File: config.mk
export PLATFORM = sky130hd
export DESIGN_NAME = scrambled_frame_deframer_top_flat
export DESIGN_NICKNAME = d
export VERILOG_FILES = /design/src/sv/sfd_pkg.sv /design/src/sv/sfd_if.sv /design/src/sv/sfd_front.sv /design/src/sv/sfd_fifo.sv /design/src/sv/sfd_back.sv /design/src/sv/scrambled_frame_deframer_top.sv /design/src/flat_wrapper.sv
export SDC_FILE = /design/constraint.sdc
export NUM_CORES = 1
export LEC_CHECK = 0
export ABC_CLOCK_PERIOD_IN_PS = 12250
export BUFFER_PORTS_ARGS = -buffer_cell sky130_fd_sc_hd__buf_2
export CAP_MARGIN = 5
export CELL_PAD_IN_SITES_DETAIL_PLACEMENT = 1
export CELL_PAD_IN_SITES_GLOBAL_PLACEMENT = 2
export CORE_MARGIN = 5
export CORE_UTILIZATION = 40
export CTS_CLUSTER_DIAMETER = 40
export DETAILED_ROUTE_END_ITERATION = 8
export PLACE_DENSITY_LB_ADDON = 0.3
export RECOVER_POWER = 25
export SLEW_MARGIN = 40
export SYNTH_ARGS = -nofsm -noshare
export SYNTH_HDL_FRONTEND = slang
export SYNTH_SLANG_ARGS = --single-unit
File: constraint.sdc
create_clock -name i_clk -period 12.25 [get_ports i_clk]
set_clock_uncertainty 0.1 [all_clocks]
set_input_delay 1.225 -clock i_clk [delete_from_list [all_inputs] [get_ports i_clk]]
set_output_delay 1.225 -clock i_clk [all_outputs]
set_load 0.005 [all_outputs]
File: src/sv/sfd_pkg.sv
`default_nettype none
package sfd_pkg;

    localparam logic [7:0] PRE_BYTE0  = 8'hAB;
    localparam logic [7:0] PRE_BYTE1  = 8'hCD;
    localparam logic [7:0] FOOT_BYTE0 = 8'hDC;
    localparam logic [7:0] FOOT_BYTE1 = 8'hBA;

    // header (2) + length (2) + crc (2) + footer (2)
    localparam logic [16:0] FRAME_OVERHEAD = 17'd8;

    localparam int unsigned QDEPTH = 4;
    localparam int unsigned QPTR_W = $clog2(QDEPTH);
    localparam int unsigned QCNT_W = $clog2(QDEPTH + 1);

    typedef logic [1:0] t_status;
    localparam t_status ST_OK       = 2'd0;
    localparam t_status ST_CRC_BAD  = 2'd1;
    localparam t_status ST_FOOT_BAD = 2'd2;
    localparam t_status ST_OVERSIZE = 2'd3;

    typedef logic [1:0] t_opcode;
    localparam t_opcode OP_DATA     = 2'd0;  // val[7:0] = descrambled byte
    localparam t_opcode OP_START    = 2'd1;  // val = crc seed
    localparam t_opcode OP_CHECK    = 2'd2;  // val = received crc, flag = footer ok
    localparam t_opcode OP_OVERSIZE = 2'd3;

    typedef struct packed {
        t_opcode     code;
        logic        flag;
        logic [15:0] val;
    } t_op;

    typedef struct packed {
        logic [15:0] max_frame_bytes;
        logic        descramble_enable;
        logic [15:0] crc_poly;
        logic [15:0] crc_seed;
    } t_cfg;

    typedef logic [1:0] t_reg_idx;
    localparam t_reg_idx REG_MAX_FRAME  = 2'd0;
    localparam t_reg_idx REG_DESCRAMBLE = 2'd1;
    localparam t_reg_idx REG_CRC_POLY   = 2'd2;
    localparam t_reg_idx REG_CRC_SEED   = 2'd3;

    function automatic logic [7:0] scramble_key(input logic [3:0] idx);
        logic [7:0] k;
        unique case (idx)
            4'd0:    k = 8'h16;
            4'd1:    k = 8'h6C;
            4'd2:    k = 8'h14;
            4'd3:    k = 8'hE6;
            4'd4:    k = 8'h2E;
            4'd5:    k = 8'h91;
            4'd6:    k = 8'h0D;
            4'd7:    k = 8'h40;
            4'd8:    k = 8'h21;
            4'd9:    k = 8'h35;
            4'd10:   k = 8'hD5;
            4'd11:   k = 8'h40;
            4'd12:   k = 8'h13;
            4'd13:   k = 8'h03;
            4'd14:   k = 8'hE9;
            default: k = 8'h80;
        endcase
        return k;
    endfunction

    // one byte of MSB-first CRC-16, no reflection
    function automatic logic [15:0] crc16_byte(input logic [15:0] crc,
                                               input logic [7:0]  d,
                                               input logic [15:0] poly);
        logic [15:0] c;
        c = crc ^ {d, 8'h00};
        for (int k = 0; k < 8; k++) begin
            c = c[15] ? ({c[14:0], 1'b0} ^ poly) : {c[14:0], 1'b0};
        end
        return c;
    endfunction

endpackage
`default_nettype wire

File: src/sv/sfd_if.sv
`default_nettype none
interface sfd_in_if;
    logic       valid;
    logic       ready;
    logic [7:0] rx_byte;

    modport source (output valid, output rx_byte, input ready);
    modport sink   (input valid, input rx_byte, output ready);
endinterface

interface sfd_out_if;
    logic       valid;
    logic       ready;
    logic       out_kind;
    logic [7:0] data_byte;
    logic [1:0] frame_status;
    logic       frame_last;

    modport source (output valid, output out_kind, output data_byte,
                    output frame_status, output frame_last, input ready);
    modport sink   (input valid, input out_kind, input data_byte,
                    input frame_status, input frame_last, output ready);
endinterface
`default_nettype wire

File: src/sv/sfd_front.sv
`default_nettype none
module sfd_front (
    input  wire logic         i_clk,
    input  wire logic         i_rst_n,
    sfd_in_if.sink            i_rx,
    input  wire sfd_pkg::t_cfg i_cfg,
    input  wire logic         i_q_full,
    output logic              o_push,
    output sfd_pkg::t_op      o_op
);
    import sfd_pkg::*;

    localparam logic [3:0] PH_HUNT    = 4'd0;
    localparam logic [3:0] PH_PRE2    = 4'd1;
    localparam logic [3:0] PH_LEN_LO  = 4'd2;
    localparam logic [3:0] PH_LEN_HI  = 4'd3;
    localparam logic [3:0] PH_PAYLOAD = 4'd4;
    localparam logic [3:0] PH_CRC_LO  = 4'd5;
    localparam logic [3:0] PH_CRC_HI  = 4'd6;
    localparam logic [3:0] PH_FOOT0   = 4'd7;
    localparam logic [3:0] PH_FOOT1   = 4'd8;

    logic [3:0]  r_phase, n_phase;
    logic [15:0] r_len, n_len;
    logic [15:0] r_count, n_count;
    logic [15:0] r_rcrc, n_rcrc;
    logic        r_foot_ok, n_foot_ok;

    logic        w_take;
    logic [7:0]  w_b;
    logic [15:0] w_len;
    logic [15:0] w_count_inc;
    logic [3:0]  w_crc_hi_idx;
    logic        w_op_valid;
    t_op         w_op;

    function automatic logic [7:0] descramble(input logic [7:0] b, input logic [3:0] pos,
                                              input logic en);
        return en ? (b ^ scramble_key(pos)) : b;
    endfunction

    assign i_rx.ready   = !i_q_full;
    assign w_take       = i_rx.valid && !i_q_full;
    assign w_b          = i_rx.rx_byte;
    assign w_len        = {w_b, r_len[7:0]};
    assign w_count_inc  = r_count + 16'd1;
    assign w_crc_hi_idx = r_len[3:0] + 4'd1;

    always_comb begin
        n_phase    = r_phase;
        n_len      = r_len;
        n_count    = r_count;
        n_rcrc     = r_rcrc;
        n_foot_ok  = r_foot_ok;
        w_op_valid = 1'b0;
        w_op       = '{code: OP_DATA, flag: 1'b0, val: 16'd0};
        unique case (r_phase)
            PH_PRE2: begin
                if (w_b == PRE_BYTE1) begin
                    n_phase = PH_LEN_LO;
                end else if (w_b != PRE_BYTE0) begin
                    n_phase = PH_HUNT;
                end
            end
            PH_LEN_LO: begin
                n_len   = {8'd0, w_b};
                n_phase = PH_LEN_HI;
            end
            PH_LEN_HI: begin
                n_len      = w_len;
                w_op_valid = 1'b1;
                if (({1'b0, w_len} + FRAME_OVERHEAD) > {1'b0, i_cfg.max_frame_bytes}) begin
                    w_op.code = OP_OVERSIZE;
                    n_phase   = PH_HUNT;
                end else begin
                    w_op.code = OP_START;
                    w_op.val  = i_cfg.crc_seed;
                    n_count   = 16'd0;
                    n_phase   = (w_len == 16'd0) ? PH_CRC_LO : PH_PAYLOAD;
                end
            end
            PH_PAYLOAD: begin
                w_op_valid = 1'b1;
                w_op.code  = OP_DATA;
                w_op.val   = {8'd0, descramble(w_b, r_count[3:0], i_cfg.descramble_enable)};
                n_count    = w_count_inc;
                if (w_count_inc >= r_len) begin
                    n_phase = PH_CRC_LO;
                end
            end
            PH_CRC_LO: begin
                n_rcrc  = {8'd0, descramble(w_b, r_len[3:0], i_cfg.descramble_enable)};
                n_phase = PH_CRC_HI;
            end
            PH_CRC_HI: begin
                n_rcrc  = {descramble(w_b, w_crc_hi_idx, i_cfg.descramble_enable),
                           r_rcrc[7:0]};
                n_phase = PH_FOOT0;
            end
            PH_FOOT0: begin
                n_foot_ok = (w_b == FOOT_BYTE0);
                n_phase   = PH_FOOT1;
            end
            PH_FOOT1: begin
                w_op_valid = 1'b1;
                w_op.code  = OP_CHECK;
                w_op.flag  = r_foot_ok && (w_b == FOOT_BYTE1);
                w_op.val   = r_rcrc;
                n_phase    = PH_HUNT;
            end
            default: begin
                n_phase = (w_b == PRE_BYTE0) ? PH_PRE2 : PH_HUNT;
            end
        endcase
    end

    assign o_push = w_take && w_op_valid;
    assign o_op   = w_op;

    always_ff @(posedge i_clk) begin
        if (!i_rst_n) begin
            r_phase   <= PH_HUNT;
            r_len     <= 16'd0;
            r_count   <= 16'd0;
            r_foot_ok <= 1'b0;
        end else if (w_take) begin
            r_phase   <= n_phase;
            r_len     <= n_len;
            r_count   <= n_count;
            r_foot_ok <= n_foot_ok;
        end
    end

    always_ff @(posedge i_clk) begin
        if (w_take) begin
            r_rcrc <= n_rcrc;
        end
    end

    a_count_in_range: assert property (@(posedge i_clk) disable iff (!i_rst_n)
        (r_phase == PH_PAYLOAD) |-> (r_count < r_len))
        else $error("payload count reached length while still in payload");

endmodule
`default_nettype wire

File: src/sv/sfd_fifo.sv
`default_nettype none
module sfd_fifo (
    input  wire logic         i_clk,
    input  wire logic         i_rst_n,
    input  wire logic         i_push,
    input  wire sfd_pkg::t_op i_op,
    input  wire logic         i_pop,
    output sfd_pkg::t_op      o_op,
    output logic              o_full,
    output logic              o_empty
);
    import sfd_pkg::*;

    t_op                r_mem [QDEPTH];
    logic [QPTR_W-1:0]  r_wr_ptr, r_rd_ptr;
    logic [QCNT_W-1:0]  r_count;

    assign o_full  = (r_count == QCNT_W'(QDEPTH));
    assign o_empty = (r_count == '0);
    assign o_op    = r_mem[r_rd_ptr];

    always_ff @(posedge i_clk) begin
        if (i_push) begin
            r_mem[r_wr_ptr] <= i_op;
        end
    end

    always_ff @(posedge i_clk) begin
        if (!i_rst_n) begin
            r_wr_ptr <= '0;
            r_rd_ptr <= '0;
            r_count  <= '0;
        end else begin
            if (i_push) begin
                r_wr_ptr <= r_wr_ptr + QPTR_W'(1);
            end
            if (i_pop) begin
                r_rd_ptr <= r_rd_ptr + QPTR_W'(1);
            end
            case ({i_push, i_pop})
                2'b10:   r_count <= r_count + QCNT_W'(1);
                2'b01:   r_count <= r_count - QCNT_W'(1);
                default: r_count <= r_count;
            endcase
        end
    end

    a_no_overflow: assert property (@(posedge i_clk) disable iff (!i_rst_n)
        i_push |-> !o_full)
        else $error("queue written while full");

    a_no_underflow: assert property (@(posedge i_clk) disable iff (!i_rst_n)
        i_pop |-> !o_empty)
        else $error("queue read while empty");

endmodule
`default_nettype wire

File: src/sv/sfd_back.sv
`default_nettype none
module sfd_back (
    input  wire logic          i_clk,
    input  wire logic          i_rst_n,
    input  wire sfd_pkg::t_op  i_op,
    input  wire logic          i_q_empty,
    input  wire logic [15:0]   i_crc_poly,
    output logic               o_pop,
    sfd_out_if.source          o_res
);
    import sfd_pkg::*;

    logic        r_valid;
    logic        r_kind;
    logic [7:0]  r_data;
    t_status     r_status;
    logic        r_last;
    logic [15:0] r_crc;

    logic        w_take;
    logic        w_emits;

    // START only reloads the crc; everything else produces a result
    assign w_take  = !i_q_empty && (!r_valid || o_res.ready);
    assign w_emits = (i_op.code != OP_START);
    assign o_pop   = w_take;

    always_ff @(posedge i_clk) begin
        if (!i_rst_n) begin
            r_valid <= 1'b0;
        end else if (w_take) begin
            r_valid <= w_emits;
        end else if (o_res.ready) begin
            r_valid <= 1'b0;
        end
    end

    always_ff @(posedge i_clk) begin
        if (w_take) begin
            unique case (i_op.code)
                OP_DATA: begin
                    r_crc    <= crc16_byte(r_crc, i_op.val[7:0], i_crc_poly);
                    r_kind   <= 1'b0;
                    r_data   <= i_op.val[7:0];
                    r_status <= ST_OK;
                    r_last   <= 1'b0;
                end
                OP_START: begin
                    r_crc <= i_op.val;
                end
                OP_CHECK: begin
                    r_kind <= 1'b1;
                    r_data <= 8'd0;
                    r_last <= 1'b1;
                    if (!i_op.flag) begin
                        r_status <= ST_FOOT_BAD;
                    end else if (r_crc != i_op.val) begin
                        r_status <= ST_CRC_BAD;
                    end else begin
                        r_status <= ST_OK;
                    end
                end
                default: begin
                    r_kind   <= 1'b1;
                    r_data   <= 8'd0;
                    r_status <= ST_OVERSIZE;
                    r_last   <= 1'b1;
                end
            endcase
        end
    end

    assign o_res.valid        = r_valid;
    assign o_res.out_kind     = r_kind;
    assign o_res.data_byte    = r_data;
    assign o_res.frame_status = r_status;
    assign o_res.frame_last   = r_last;

    a_payload_shape: assert property (@(posedge i_clk) disable iff (!i_rst_n)
        (r_valid && !r_kind) |-> (!r_last && r_status == ST_OK))
        else $error("payload transaction carries status fields");

    a_status_shape: assert property (@(posedge i_clk) disable iff (!i_rst_n)
        (r_valid && r_kind) |-> (r_last && r_data == 8'd0))
        else $error("status transaction malformed");

endmodule
`default_nettype wire

File: src/sv/scrambled_frame_deframer_top.sv
`default_nettype none
// Serial frame deframer.
// i_rx: one received byte per transaction (valid/ready). The block hunts for
// the preamble AB CD, reads a little-endian 16-bit length, descrambles and
// forwards payload bytes, then checks CRC-16 and the DC BA footer.
// o_res: one transaction per payload byte (out_kind 0), and one status
// transaction (out_kind 1, frame_last 1) per frame: ok, crc bad, footer bad
// or oversize. On any error status the consumer drops the frame's bytes.
// Throughput: one byte per cycle while the queue is not full. A byte is
// classified and queued as an op when it is accepted, and the CRC unit and
// output register then take the op from the head of the queue.
// When o_res stalls, the queue absorbs up to four ops; i_rx.ready drops only
// when the queue is full. Bytes that queue no op are handled by the front
// end only.
// APB registers at 0x0 max_frame_bytes, 0x4 descramble_enable, 0x8 crc_poly,
// 0xC crc_seed. pready is tied high; write only while the block is idle.
// Reset (synchronous, active low) restores register defaults, empties the
// queue and the output register, and returns to preamble hunting.
module scrambled_frame_deframer_top (
    input  wire logic        i_clk,
    input  wire logic        i_rst_n,
    sfd_in_if.sink           i_rx,
    sfd_out_if.source        o_res,
    input  wire logic        psel,
    input  wire logic        penable,
    input  wire logic        pwrite,
    input  wire logic [3:0]  paddr,
    input  wire logic [31:0] pwdata,
    output logic [31:0]      prdata,
    output logic             pready
);
    import sfd_pkg::*;

    t_cfg     r_cfg;
    t_reg_idx w_idx;
    logic     w_wr;

    logic     w_push, w_pop, w_full, w_empty;
    t_op      w_push_op, w_head_op;

    assign pready = 1'b1;
    assign w_idx  = paddr[3:2];
    assign w_wr   = psel && penable && pwrite;

    always_ff @(posedge i_clk) begin
        if (!i_rst_n) begin
            r_cfg.max_frame_bytes   <= 16'd256;
            r_cfg.descramble_enable <= 1'b1;
            r_cfg.crc_poly          <= 16'h1021;
            r_cfg.crc_seed          <= 16'h0000;
        end else if (w_wr) begin
            unique case (w_idx)
                REG_MAX_FRAME:  r_cfg.max_frame_bytes   <= pwdata[15:0];
                REG_DESCRAMBLE: r_cfg.descramble_enable <= pwdata[0];
                REG_CRC_POLY:   r_cfg.crc_poly          <= pwdata[15:0];
                default:        r_cfg.crc_seed          <= pwdata[15:0];
            endcase
        end
    end

    always_comb begin
        unique case (w_idx)
            REG_MAX_FRAME:  prdata = {16'd0, r_cfg.max_frame_bytes};
            REG_DESCRAMBLE: prdata = {31'd0, r_cfg.descramble_enable};
            REG_CRC_POLY:   prdata = {16'd0, r_cfg.crc_poly};
            default:        prdata = {16'd0, r_cfg.crc_seed};
        endcase
    end

    sfd_front u_front (
        .i_clk    (i_clk),
        .i_rst_n  (i_rst_n),
        .i_rx     (i_rx),
        .i_cfg    (r_cfg),
        .i_q_full (w_full),
        .o_push   (w_push),
        .o_op     (w_push_op)
    );

    sfd_fifo u_fifo (
        .i_clk   (i_clk),
        .i_rst_n (i_rst_n),
        .i_push  (w_push),
        .i_op    (w_push_op),
        .i_pop   (w_pop),
        .o_op    (w_head_op),
        .o_full  (w_full),
        .o_empty (w_empty)
    );

    sfd_back u_back (
        .i_clk      (i_clk),
        .i_rst_n    (i_rst_n),
        .i_op       (w_head_op),
        .i_q_empty  (w_empty),
        .i_crc_poly (r_cfg.crc_poly),
        .o_pop      (w_pop),
        .o_res      (o_res)
    );

endmodule
`default_nettype wire
File: src/flat_wrapper.sv
// flat-port wrapper written by rule: the top's interface ports become plain ports
module scrambled_frame_deframer_top_flat import sfd_pkg::*;
  (i_clk, i_rst_n, psel, penable, pwrite, paddr, pwdata, prdata, pready, i_rx_valid, i_rx_rx_byte, i_rx_ready, o_res_valid, o_res_out_kind, o_res_data_byte, o_res_frame_status, o_res_frame_last, o_res_ready);
  sfd_in_if i_rx_i ();
  sfd_out_if o_res_i ();
  input  wire logic i_clk;
  input  wire logic i_rst_n;
  input  wire logic psel;
  input  wire logic penable;
  input  wire logic pwrite;
  input  wire logic [3:0] paddr;
  input  wire logic [31:0] pwdata;
  output logic [31:0] prdata;
  output logic pready;
  input wire logic [$bits(i_rx_i.valid)-1:0] i_rx_valid;
  input wire logic [$bits(i_rx_i.rx_byte)-1:0] i_rx_rx_byte;
  output wire logic [$bits(i_rx_i.ready)-1:0] i_rx_ready;
  output wire logic [$bits(o_res_i.valid)-1:0] o_res_valid;
  output wire logic [$bits(o_res_i.out_kind)-1:0] o_res_out_kind;
  output wire logic [$bits(o_res_i.data_byte)-1:0] o_res_data_byte;
  output wire logic [$bits(o_res_i.frame_status)-1:0] o_res_frame_status;
  output wire logic [$bits(o_res_i.frame_last)-1:0] o_res_frame_last;
  input wire logic [$bits(o_res_i.ready)-1:0] o_res_ready;
  assign i_rx_i.valid = i_rx_valid;
  assign i_rx_i.rx_byte = i_rx_rx_byte;
  assign i_rx_ready = i_rx_i.ready;
  assign o_res_valid = o_res_i.valid;
  assign o_res_out_kind = o_res_i.out_kind;
  assign o_res_data_byte = o_res_i.data_byte;
  assign o_res_frame_status = o_res_i.frame_status;
  assign o_res_frame_last = o_res_i.frame_last;
  assign o_res_i.ready = o_res_ready;
  scrambled_frame_deframer_top u_core (.i_clk(i_clk), .i_rst_n(i_rst_n), .i_rx(i_rx_i), .o_res(o_res_i), .psel(psel), .penable(penable), .pwrite(pwrite), .paddr(paddr), .pwdata(pwdata), .prdata(prdata), .pready(pready));
endmodule
==> run_results.csv, run 1 <==
group,metric,value,unit
sta,finalHoldViolCount,0,
synth,syn_area_per_cell,9.28,sq um
global_routing,grt_pass1_wl,65200,um
die,start_util,0.401,
finish,fin_area,0.0161,sq mm
detailed_routing,wl_per_cell,20.5,um
sta,setup_tns,0,ns
hold_path,hold_path_class,"register to register",
finish,syn_to_final_growth,13.3,%
finish,fin_nets,1647,
synth,yosysWarnings,0,
run,cap_viol_max_count,3,
hold_path,hold_depth,2,
finish,drive_gt1_frac,0.120,
critical_path,reg2reg_depth,14,
die,die-area,0.0393,sq mm
clock_tree,insertion_delay,0.52,ns
sta,relSlewSlack,-1.84,
critical_path,critical_path_class,"register to register",
detailed_routing,drcViolationCount,0,
power_and_ir_drop,p_per_area,126,mW/mm^2
detailed_routing,vias,11100,
sta,post-route-min-period,7.48,ns
detailed_routing,vias_per_cell,5.44,
place,place_area,0.0147,sq mm
clock_tree,cts_buffer_depth,3,
global_routing,grtUsageTotal,0.211,
critical_path,cp-end-kind,"register",
clock_tree,cts_sinks,231,
sta,slew_viol_final,129,
finish,postLayoutCoreUtil,0.455,
clock_tree,cts_max_level,2,
synth,yosysSeqAreaShare,0.410,
die,core_area,0.0353,sq mm
finish,fin_cells,2033,
status,violations,"max-capacitance violations, max-slew violations",
clock_tree,cts_setup_buffers,0,
finish,mostFrequentLayoutCells,"nand2_1, edfxtp_1, dfxtp_1",
place,gp_congestion,0.819,
power_and_ir_drop,p_leak,6.24,nW
synth,synth_cells,1527,
place,dp_hpwl,29600,um
clock_tree,root_buffer,"clkbuf_16",
critical_path,crit_arrival,7.64,ns
finish,diodes,0,
critical_path,rrSetupSlack,4.77,ns
global_routing,grt_max_degree,87,
critical_path,cp.required,12.41,ns
synth,ys.flop_type,"edfxtp_1",
critical_path,start_kind,"register",
detailed_routing,dr.pass1.iters,5,
clock_tree,ctsResizeCount,0,
critical_path,crit_path_end,"u_core.u_back.r_crc[6]",
power_and_ir_drop,peakVddDrop,0.000117,V
global_routing,grt_pass1_vias,11400,
synth,synth-seq-cells,231,
synth,async_flop_share,0,
clock_tree,numCtsBuffers,40,
sta,rsz0062_at_grt,"false",
clock_tree,cts_tree,"built",
synth,netlist.area_leader.share,0.252,
synth,synth_edf_count,119,
die,fp-row-count,69,
sta,setup_viol,0,
sta,timing.fmax,134,MHz
finish,mostFrequentLayoutCell,"nand2_1",
synth,synth_top_cell_by_area,"edfxtp_1",
sta,tightest_slew,4.27,ns
die,io_pins,98,
global_routing,antenna_found_initial,0,
critical_path,crit_fanout,31,
synth,synth_cell_type_count,74,
synth,synth.area.top_cells,"edfxtp_1, dfxtp_1, nand2_1",
place,io_buffers,62,
clock_tree,hold_buffers,0,
sta,finalCritPeriodShare,0.611,
die,fp.dieW,198,um
die,die_h,198,um
clock_tree,clk_pin_slew,0.06,ns
status,status,"finished, violations left",
critical_path,r2r_end,"u_core.u_back.r_crc[6]",
place,dp_cells,1961,
detailed_routing,postRouteAntennaNets,0,
global_routing,grt_overflow_total,0,
detailed_routing,drt_iter0_drc,614,
detailed_routing,wl,41700,um
synth,synth_area,0.0142,sq mm
-- synthesized netlist by cell type (14+ instances only) --
cell type  instances
mux4_2            21
nor2_1           102
a21oi_1          109
nand3_1           59
xnor2_1           78
nand2_1          265
ha_1              53
nand2b_1          14
and2_1            15
and3_1            27
nor3_1            24
clkbuf_1          77
a21o_1            16
edfxtp_1         119
mux2i_1           27
inv_1             68
o21ai_0           41
a22o_1            24
dfxtp_1          112
xnor3_1           16
buf_4             21
xor2_1            72
-- critical path, stage by stage, from the launching register on --
cell and delay (ns):
dfxtp_1 0.30, clkbuf_1 1.25, clkinv_1 0.74, mux2_1 0.60, xnor2_1 0.26, or2_2 0.34
o32ai_1 0.37, o21ai_1 0.21, xor3_2 0.47, mux2i_1 0.14, or4b_1 0.91, a21oi_4 0.24
xnor3_2 0.60, or3_1 0.44, a31o_2 0.25
-- flip-flops by register name, summed over array words and instances, names as in the netlist, 4 cells and up, named ones only --
register,flops
u_core.u_fifo.r_mem,76
u_core.r_cfg,49
u_core.u_front.r_count,16
u_core.u_back.o_res.data_byte,8
u_core.u_front.r_rcrc,16
u_core.u_back.r_crc,16
u_core.u_front.r_phase,4
u_core.u_front.r_len,16
-- layer usage --
| metal | GRT usage | vias up | wire length (um) |
|---|---|---|---|
| met5 | 0 | - | 0 |
| met3 | 0.0308 | 62 | 1900 |
| li1 | - | 5308 | - |
| met1 | 0.273 | 5470 | 17900 |
| met4 | 0.0584 | 0 | 1020 |
| met2 | 0.369 | 214 | 20900 |
-- power breakdown --
part	internal (mW)	switching [mW]	leakage (nW)
logic	0.0291	0.0521	3.52
registers	0.809	0.00605	2.06
clock network	0.721	0.409	0.658
-- how the worst min path moves through the flow --
stage	slack [ns]	from	endpoint
final	0.35	u_core.u_front.r_len[15]	u_core.u_front.r_len[15]
after global routing	0.38	u_core.u_front.r_len[9]	u_core.u_front.r_len[9]
after CTS	0.35	u_core.u_front.r_len[15]	u_core.u_front.r_len[15]
after detailed placement	0.35	u_core.u_front.r_len[15]	u_core.u_front.r_len[15]
after global placement	0.34	u_core.u_front.r_len[11]	u_core.u_front.r_len[11]
after floorplan	0.33	u_core.u_front.r_len[10]	u_core.u_front.r_len[10]
-- layout make-up --
class,instances,area (sq um)
multi-input cells,1126,7650
fillers,4006,19300
well taps,461,577
flip-flops and latches,231,5820
repair buffers,73,374
inverters,70,263
clock inverters,26,312
clock buffers,46,1060
-- cell families after synthesis --
family,count (synthesis),share of synthesized area
AOI/OAI and AO/OA,266,0.121
other,2,0.000530
xor gates and xnor gates,170,0.124
DFF,231,0.410
muxes,61,0.0628
adders and majority gates,54,0.0482
buffers and inverters,185,0.0557
and+or+nand+nor,558,0.177
-- metrics by stage --
| stage | hold WS [ns] | worst slack [ns] | power, mW |
|---|---|---|---|
| final | 0.350 | 4.77 | 2.03 |
| after global routing | 0.378 | 4.13 | 2.09 |
| after CTS | 0.352 | 6.01 | 2.05 |
| after detailed placement | 0.347 | 6.03 | 0.912 |
| after global placement | 0.345 | 5.98 | 0.911 |
| after floorplan | 0.332 | 7.47 | 0.887 |
No activity file was read; power rests on OpenSTA's default activity.
==> inputs of run 2 (changes only) <==
--- a/config.mk
+++ b/config.mk
@@ -5,13 +5,13 @@
 export SDC_FILE = /design/constraint.sdc
 export NUM_CORES = 1
 export LEC_CHECK = 0
-export ABC_CLOCK_PERIOD_IN_PS = 12250
+export ABC_CLOCK_PERIOD_IN_PS = 7500
 export BUFFER_PORTS_ARGS = -buffer_cell sky130_fd_sc_hd__buf_2
 export CAP_MARGIN = 5
 export CELL_PAD_IN_SITES_DETAIL_PLACEMENT = 1
 export CELL_PAD_IN_SITES_GLOBAL_PLACEMENT = 2
 export CORE_MARGIN = 5
-export CORE_UTILIZATION = 40
+export CORE_UTILIZATION = 39
 export CTS_CLUSTER_DIAMETER = 40
 export DETAILED_ROUTE_END_ITERATION = 8
 export PLACE_DENSITY_LB_ADDON = 0.3
==> constraint.sdc (replaced) <==
create_clock -name i_clk -period 7.5 [get_ports i_clk]
set_clock_uncertainty 0.1 [all_clocks]
set_input_delay 0.75 -clock i_clk [delete_from_list [all_inputs] [get_ports i_clk]]
set_output_delay 0.75 -clock i_clk [all_outputs]
set_load 0.005 [all_outputs]
==> run 2 against run 1 <==
The run still ends with max-capacitance violations, max-slew violations left. Core utilization fell by 0.15 points. Final cell count rose by 0.39%. Sequential power rose by 63%. Via count rose by 0.66%. Fmax rose by 17%. Highest routed layer unchanged. Design area rose by 0.90%.
==> run_results.csv, run 2 (synthesized netlist as in run 1, its figures left out) <==
group,metric,value,unit
status,status,"finished, violations left",
status,violations,"max-capacitance violations, max-slew violations",
power_and_ir_drop,peakVddDrop,0.000225,V
critical_path,crit_arrival,6.54,ns
sta,relSlewSlack,-0.571,
finish,fin_area,0.0162,sq mm
die,fp.dieW,201,um
global_routing,grtUsageTotal,0.208,
die,core_area,0.0357,sq mm
critical_path,cp-end-kind,"register",
sta,finalHoldViolCount,0,
place,gp_congestion,0.821,
global_routing,grt_pass1_vias,11800,
clock_tree,cts_tree,"built",
sta,finalCritPeriodShare,0.849,
die,start_util,0.396,
finish,diodes,0,
clock_tree,insertion_delay,0.54,ns
place,io_buffers,62,
sta,slew_viol_final,47,
finish,fin_nets,1651,
critical_path,crit_fanout,31,
clock_tree,ctsResizeCount,0,
finish,largest_registers,"u_core.u_fifo.r_mem (76), u_core.r_cfg (49)",
place,dp_hpwl,30500,um
power_and_ir_drop,p_leak,6.31,nW
detailed_routing,dr.pass1.iters,5,
clock_tree,cts_max_level,2,
finish,mostFrequentLayoutCell,"nand2_1",
finish,mostFrequentLayoutCells,"nand2_1, edfxtp_1, dfxtp_1",
finish,regMostFlops,"u_core.u_fifo.r_mem",
critical_path,cp.required,7.67,ns
detailed_routing,vias,11100,
sta,setup_tns,0,ns
clock_tree,hold_buffers,0,
detailed_routing,drcViolationCount,0,
sta,rsz0062_at_grt,"false",
clock_tree,cts_buffer_depth,3,
finish,syn_to_final_growth,14.3,%
hold_path,hold_path_class,"register to register",
sta,post-route-min-period,6.37,ns
clock_tree,cts_sinks,231,
global_routing,grt_overflow_total,0,
global_routing,grt_pass1_wl,67100,um
sta,setup_viol,0,
sta,timing.fmax,157,MHz
power_and_ir_drop,finalPower,3.48,mW
die,die-area,0.0402,sq mm
critical_path,start_kind,"register",
die,io_pins,98,
die,die_h,201,um
detailed_routing,wl_per_cell,20.7,um
clock_tree,clk_pin_slew,0.06,ns
clock_tree,root_buffer,"clkbuf_16",
clock_tree,numCtsBuffers,42,
detailed_routing,wl,42200,um
clock_tree,cts_setup_buffers,0,
sta,whs,0.355,ns
run,cap_viol_max_count,1,
critical_path,critical_path_class,"register to register",
detailed_routing,vias_per_cell,5.45,
place,place_area,0.0147,sq mm
global_routing,grt_max_degree,47,
global_routing,antenna_found_initial,0,
power_and_ir_drop,p_per_area,215,mW/mm^2
finish,drive_gt1_frac,0.125,
sta,tightest_slew,2.36,ns
finish,largest_reg_flops,76,
detailed_routing,postRouteAntennaNets,0,
finish,postLayoutCoreUtil,0.453,
detailed_routing,drt_iter0_drc,546,
die,fp-row-count,69,
==> run 2: cell types whose count changed in the layout (fill, tap and decap cells not counted), moves of 2 or more <==
cell       before  now
bufinv_16       4    6
and2_0          6    2
clkinv_1        4    1
clkinv_8        2    5
clkinv_4        5    3
and2_1          5    9
clkbuf_8        2    0
buf_2          53   51
inv_6           3    8
==> run 2: cell type report <==
| cell class | count | area, sq um |
|---|---|---|
| Clock buffer | 43 | 1050 |
| Clock inverter | 35 | 458 |
| Fill cell | 4064 | 19500 |
| Inverter | 70 | 263 |
| Multi-Input combinational cell | 1126 | 7650 |
| Sequential cell | 231 | 5820 |
| Tap cell | 461 | 577 |
| Timing Repair Buffer | 75 | 383 |
==> run 2: critical path: stages, from the launching register on <==
cell and delay, ns:
dfxtp_1 0.58, clkbuf_1 1.01, mux4_2 0.77, xnor2_1 0.18, xnor2_1 0.15, xnor2_1 0.26
xor3_2 0.54, mux2i_1 0.13, or4b_1 0.85, a21oi_4 0.23, xnor3_2 0.58, or3_1 0.44
a31o_2 0.25
==> run 2: metrics by stage <==
| step | setup WS (ns) | instances |
|---|---|---|
| after CTS | 1.53 | 2041 |
| final | 1.13 | 2041 |
| after global placement | 1.48 | 1963 |
| after detailed placement | 1.53 | 1963 |
| after global routing | 0.693 | 2041 |
| after floorplan | 2.72 | 1542 |
==> run 2: report_power, final <==
part | internal [mW] | switching (mW) | total, mW
combinational | 0.0472 | 0.0856 | 0.133
sequential | 1.32 | 0.00926 | 1.33
clock | 1.27 | 0.741 | 2.01
==> run 2: path summary, 6_finish.rpt <==
| kind | start | end | slack (ns) | cells after the start |
|---|---|---|---|---|
| min | u_core.u_front.r_len[10] | u_core.u_front.r_len[10] | 0.35 | 2 |
| max reg2reg | register | u_core.u_back.r_crc[6] | 1.13 | 12 |
| min reg2reg | u_core.u_front.r_len[10] | u_core.u_front.r_len[10] | 0.35 | 2 |
| max | register | u_core.u_back.r_crc[6] | 1.13 | 12 |
==> run 2: layer usage <==
| layer | up-vias | part of all wire | global-route usage |
|---|---|---|---|
| met5 | - | 0 | 0 |
| met4 | 0 | 0.018 | 0.0452 |
| met3 | 51 | 0.037 | 0.0278 |
| met2 | 194 | 0.50 | 0.373 |
| met1 | 5564 | 0.44 | 0.267 |
| li1 | 5318 | - | - |
==> inputs of run 3 (changes only) <==
--- a/config.mk
+++ b/config.mk
@@ -5,13 +5,13 @@
 export SDC_FILE = /design/constraint.sdc
 export NUM_CORES = 1
 export LEC_CHECK = 0
-export ABC_CLOCK_PERIOD_IN_PS = 7500
+export ABC_CLOCK_PERIOD_IN_PS = 5770
 export BUFFER_PORTS_ARGS = -buffer_cell sky130_fd_sc_hd__buf_2
 export CAP_MARGIN = 5
 export CELL_PAD_IN_SITES_DETAIL_PLACEMENT = 1
 export CELL_PAD_IN_SITES_GLOBAL_PLACEMENT = 2
 export CORE_MARGIN = 5
-export CORE_UTILIZATION = 39
+export CORE_UTILIZATION = 35
 export CTS_CLUSTER_DIAMETER = 40
 export DETAILED_ROUTE_END_ITERATION = 8
 export PLACE_DENSITY_LB_ADDON = 0.3
==> constraint.sdc (replaced) <==
create_clock -name i_clk -period 5.77 [get_ports i_clk]
set_clock_uncertainty 0.1 [all_clocks]
set_input_delay 0.577 -clock i_clk [delete_from_list [all_inputs] [get_ports i_clk]]
set_output_delay 0.577 -clock i_clk [all_outputs]
set_load 0.005 [all_outputs]
==> run 3 against run 2 <==
The flow now finishes without violations. Register-to-register slack worse by 0.64 ns. Sequential cell count unchanged. Via count up 0.96%. Fmax up 21%. First-iteration DRC count up 18%. Design area up 0.90%. Die area up 11%. Sequential power up 30%. Final cell count up 3.5%. Clock-buffer cell count up 5. Clock power up 29%. Setup slack worse by 0.64 ns. Critical path type unchanged. Critical endpoint is now u_core.u_back.r_crc[1].
==> run_results.csv, run 3 (synthesized netlist as in run 1, its figures left out) <==
group,metric,value,unit
power_and_ir_drop,finalPower,4.49,mW
finish,mostFrequentLayoutCell,"nand2_1",
place,gp_congestion,0.798,
power_and_ir_drop,p_per_area,275,mW/mm^2
detailed_routing,wl,43400,um
global_routing,grt_overflow_total,0,
sta,finalCritPeriodShare,0.915,
clock_tree,cts_max_level,2,
sta,timing.fmax,189,MHz
finish,fin_area,0.0163,sq mm
clock_tree,clk_pin_slew,0.06,ns
hold_path,min_from,"pwdata[4]",
clock_tree,root_buffer,"clkbuf_16",
place,place_area,0.0149,sq mm
detailed_routing,wl_per_cell,20.5,um
hold_path,hold_path_class,"input pin to register",
critical_path,rrSetupSlack,0.49,ns
finish,drive_gt1_frac,0.134,
clock_tree,insertion_delay,0.56,ns
hold_path,hold_depth,3,
finish,largest_reg_flops,76,
critical_path,path_cells,"buf_4 -> mux2i_1 -> mux2_2 -> xnor2_1 -> or2_2 -> o32ai_1 -> o21ai_1 -> xor3_2 -> mux2i_1 -> or4b_1 -> a21oi_4 -> xnor3_2 -> buf_4 -> and4b_1 -> a211o_1",
finish,syn_to_final_growth,15.4,%
die,die-area,0.0446,sq mm
power_and_ir_drop,peakVddDrop,0.000215,V
critical_path,r2r_end,"u_core.u_back.r_crc[1]",
die,core_area,0.0399,sq mm
detailed_routing,vias_per_cell,5.32,
die,die_h,211,um
finish,mostFrequentLayoutCells,"nand2_1, edfxtp_1, dfxtp_1",
critical_path,cp_slowest_cell,"or4b_1",
critical_path,cp-end-kind,"register",
detailed_routing,dr.pass1.iters,5,
sta,slew_viol_final,0,
clock_tree,cts_buffer_depth,3,
sta,setup_viol,0,
sta,post-route-min-period,5.28,ns
critical_path,crit_arrival,5.47,ns
die,fp.dieW,211,um
sta,rsz0062_at_grt,"false",
sta,finalHoldViolCount,0,
detailed_routing,vias,11200,
status,status,"finished, final reports clean",
detailed_routing,drcViolationCount,0,
critical_path,start_kind,"register",
finish,regMostFlops,"u_core.u_fifo.r_mem",
critical_path,reg2reg_depth,15,
run,cap_viol_max_count,0,
finish,fin_nets,1660,
detailed_routing,drt_iter0_drc,647,
global_routing,antenna_found_initial,0,
global_routing,grt_pass1_vias,11800,
clock_tree,numCtsBuffers,42,
clock_tree,cts_sinks,231,
finish,diodes,0,
place,io_buffers,62,
critical_path,crit_fanout,18,
sta,setup_tns,0,ns
hold_path,min_to,"u_core.r_cfg[4]",
die,fp-row-count,73,
critical_path,critical_path_class,"register to register",
critical_path,critPathMaxStageDelay,0.61,ns
sta,relSlewSlack,0.0591,
power_and_ir_drop,p_leak,6.35,nW
critical_path,cp.required,5.95,ns
place,dp_hpwl,31100,um
die,start_util,0.355,
die,io_pins,98,
finish,largest_registers,"u_core.u_fifo.r_mem (76), u_core.r_cfg (49)",
global_routing,grt_pass1_wl,67900,um
sta,tightest_slew,1.41,ns
global_routing,grt_max_degree,45,
global_routing,grtUsageTotal,0.193,
detailed_routing,postRouteAntennaNets,0,
clock_tree,cts_tree,"built",
clock_tree,hold_buffers,0,
run 3: per-stage QoR:
stage,hold WS (ns),std cells,util,worst slack (ns)
floorplan,0.332,1542,-,0.992
global placement,0.346,2036,0.372,0.492
detailed placement,0.349,2036,0.373,0.338
CTS,0.171,2113,0.410,0.288
global route,0.190,2113,0.410,0.0958
finish,0.191,2113,0.410,0.488
run 3: repair_timing:
| action | 4_1_cts | 5_1_grt |
|---|---|---|
| endpoints found under the setup margin | 0 | 2 |
| setup buffers | 0 | 0 |
| resized for setup | 0 | 1 |
run 3: routing by layer:
| layer | GRT usage | share of wire | vias to the layer above |
|---|---|---|---|
| met5 | 0 | 0 | - |
| met4 | 0.0709 | 0.032 | 0 |
| met3 | 0.0276 | 0.041 | 78 |
| met2 | 0.331 | 0.49 | 220 |
| met1 | 0.249 | 0.44 | 5595 |
| li1 | - | - | 5341 |
run 3: area by class of cell:
class / count / area (sq um)
fill: 4516 / 23600
clock buffer: 48 / 1120
timing repair buffer: 84 / 475
inverter: 70 / 265
clock inverter: 29 / 358
sequential: 231 / 5820
multi-input combinational: 1126 / 7650
tap: 525 / 657
run 3: how the worst max path moves through the flow:
stage / from / end / slack (ns) / cells after the start
after floorplan: register / u_core.u_back.r_crc[10] / 0.99 / 18
after global placement: register / u_core.u_back.r_crc[1] / 0.49 / 15
after detailed placement: register / u_core.u_back.r_crc[1] / 0.34 / 15
after CTS: register / u_core.u_back.r_crc[1] / 0.29 / 15
after global routing: register / u_core.u_back.r_crc[2] / 0.1 / 15
final: register / u_core.u_back.r_crc[1] / 0.49 / 15
run 3: power by group:
| part | internal [mW] | leakage (nW) | switching (mW) |
|---|---|---|---|
| sequential | 1.72 | 2.06 | 0.0121 |
| clock | 1.66 | 0.707 | 0.930 |
| combinational | 0.0633 | 3.58 | 0.113 |
| total | 3.44 | 6.35 | 1.06 |
run 3: worst max-delay path: cells and delay by family, from the launching register on:
kind | cells | cell delay [ns]
xor+xnor | 3 | 1.03
buf+inv | 2 | 0.61
mux | 3 | 0.66
flops | 1 | 0.48
simple gates | 3 | 1.12
compound gates | 4 | 1.01
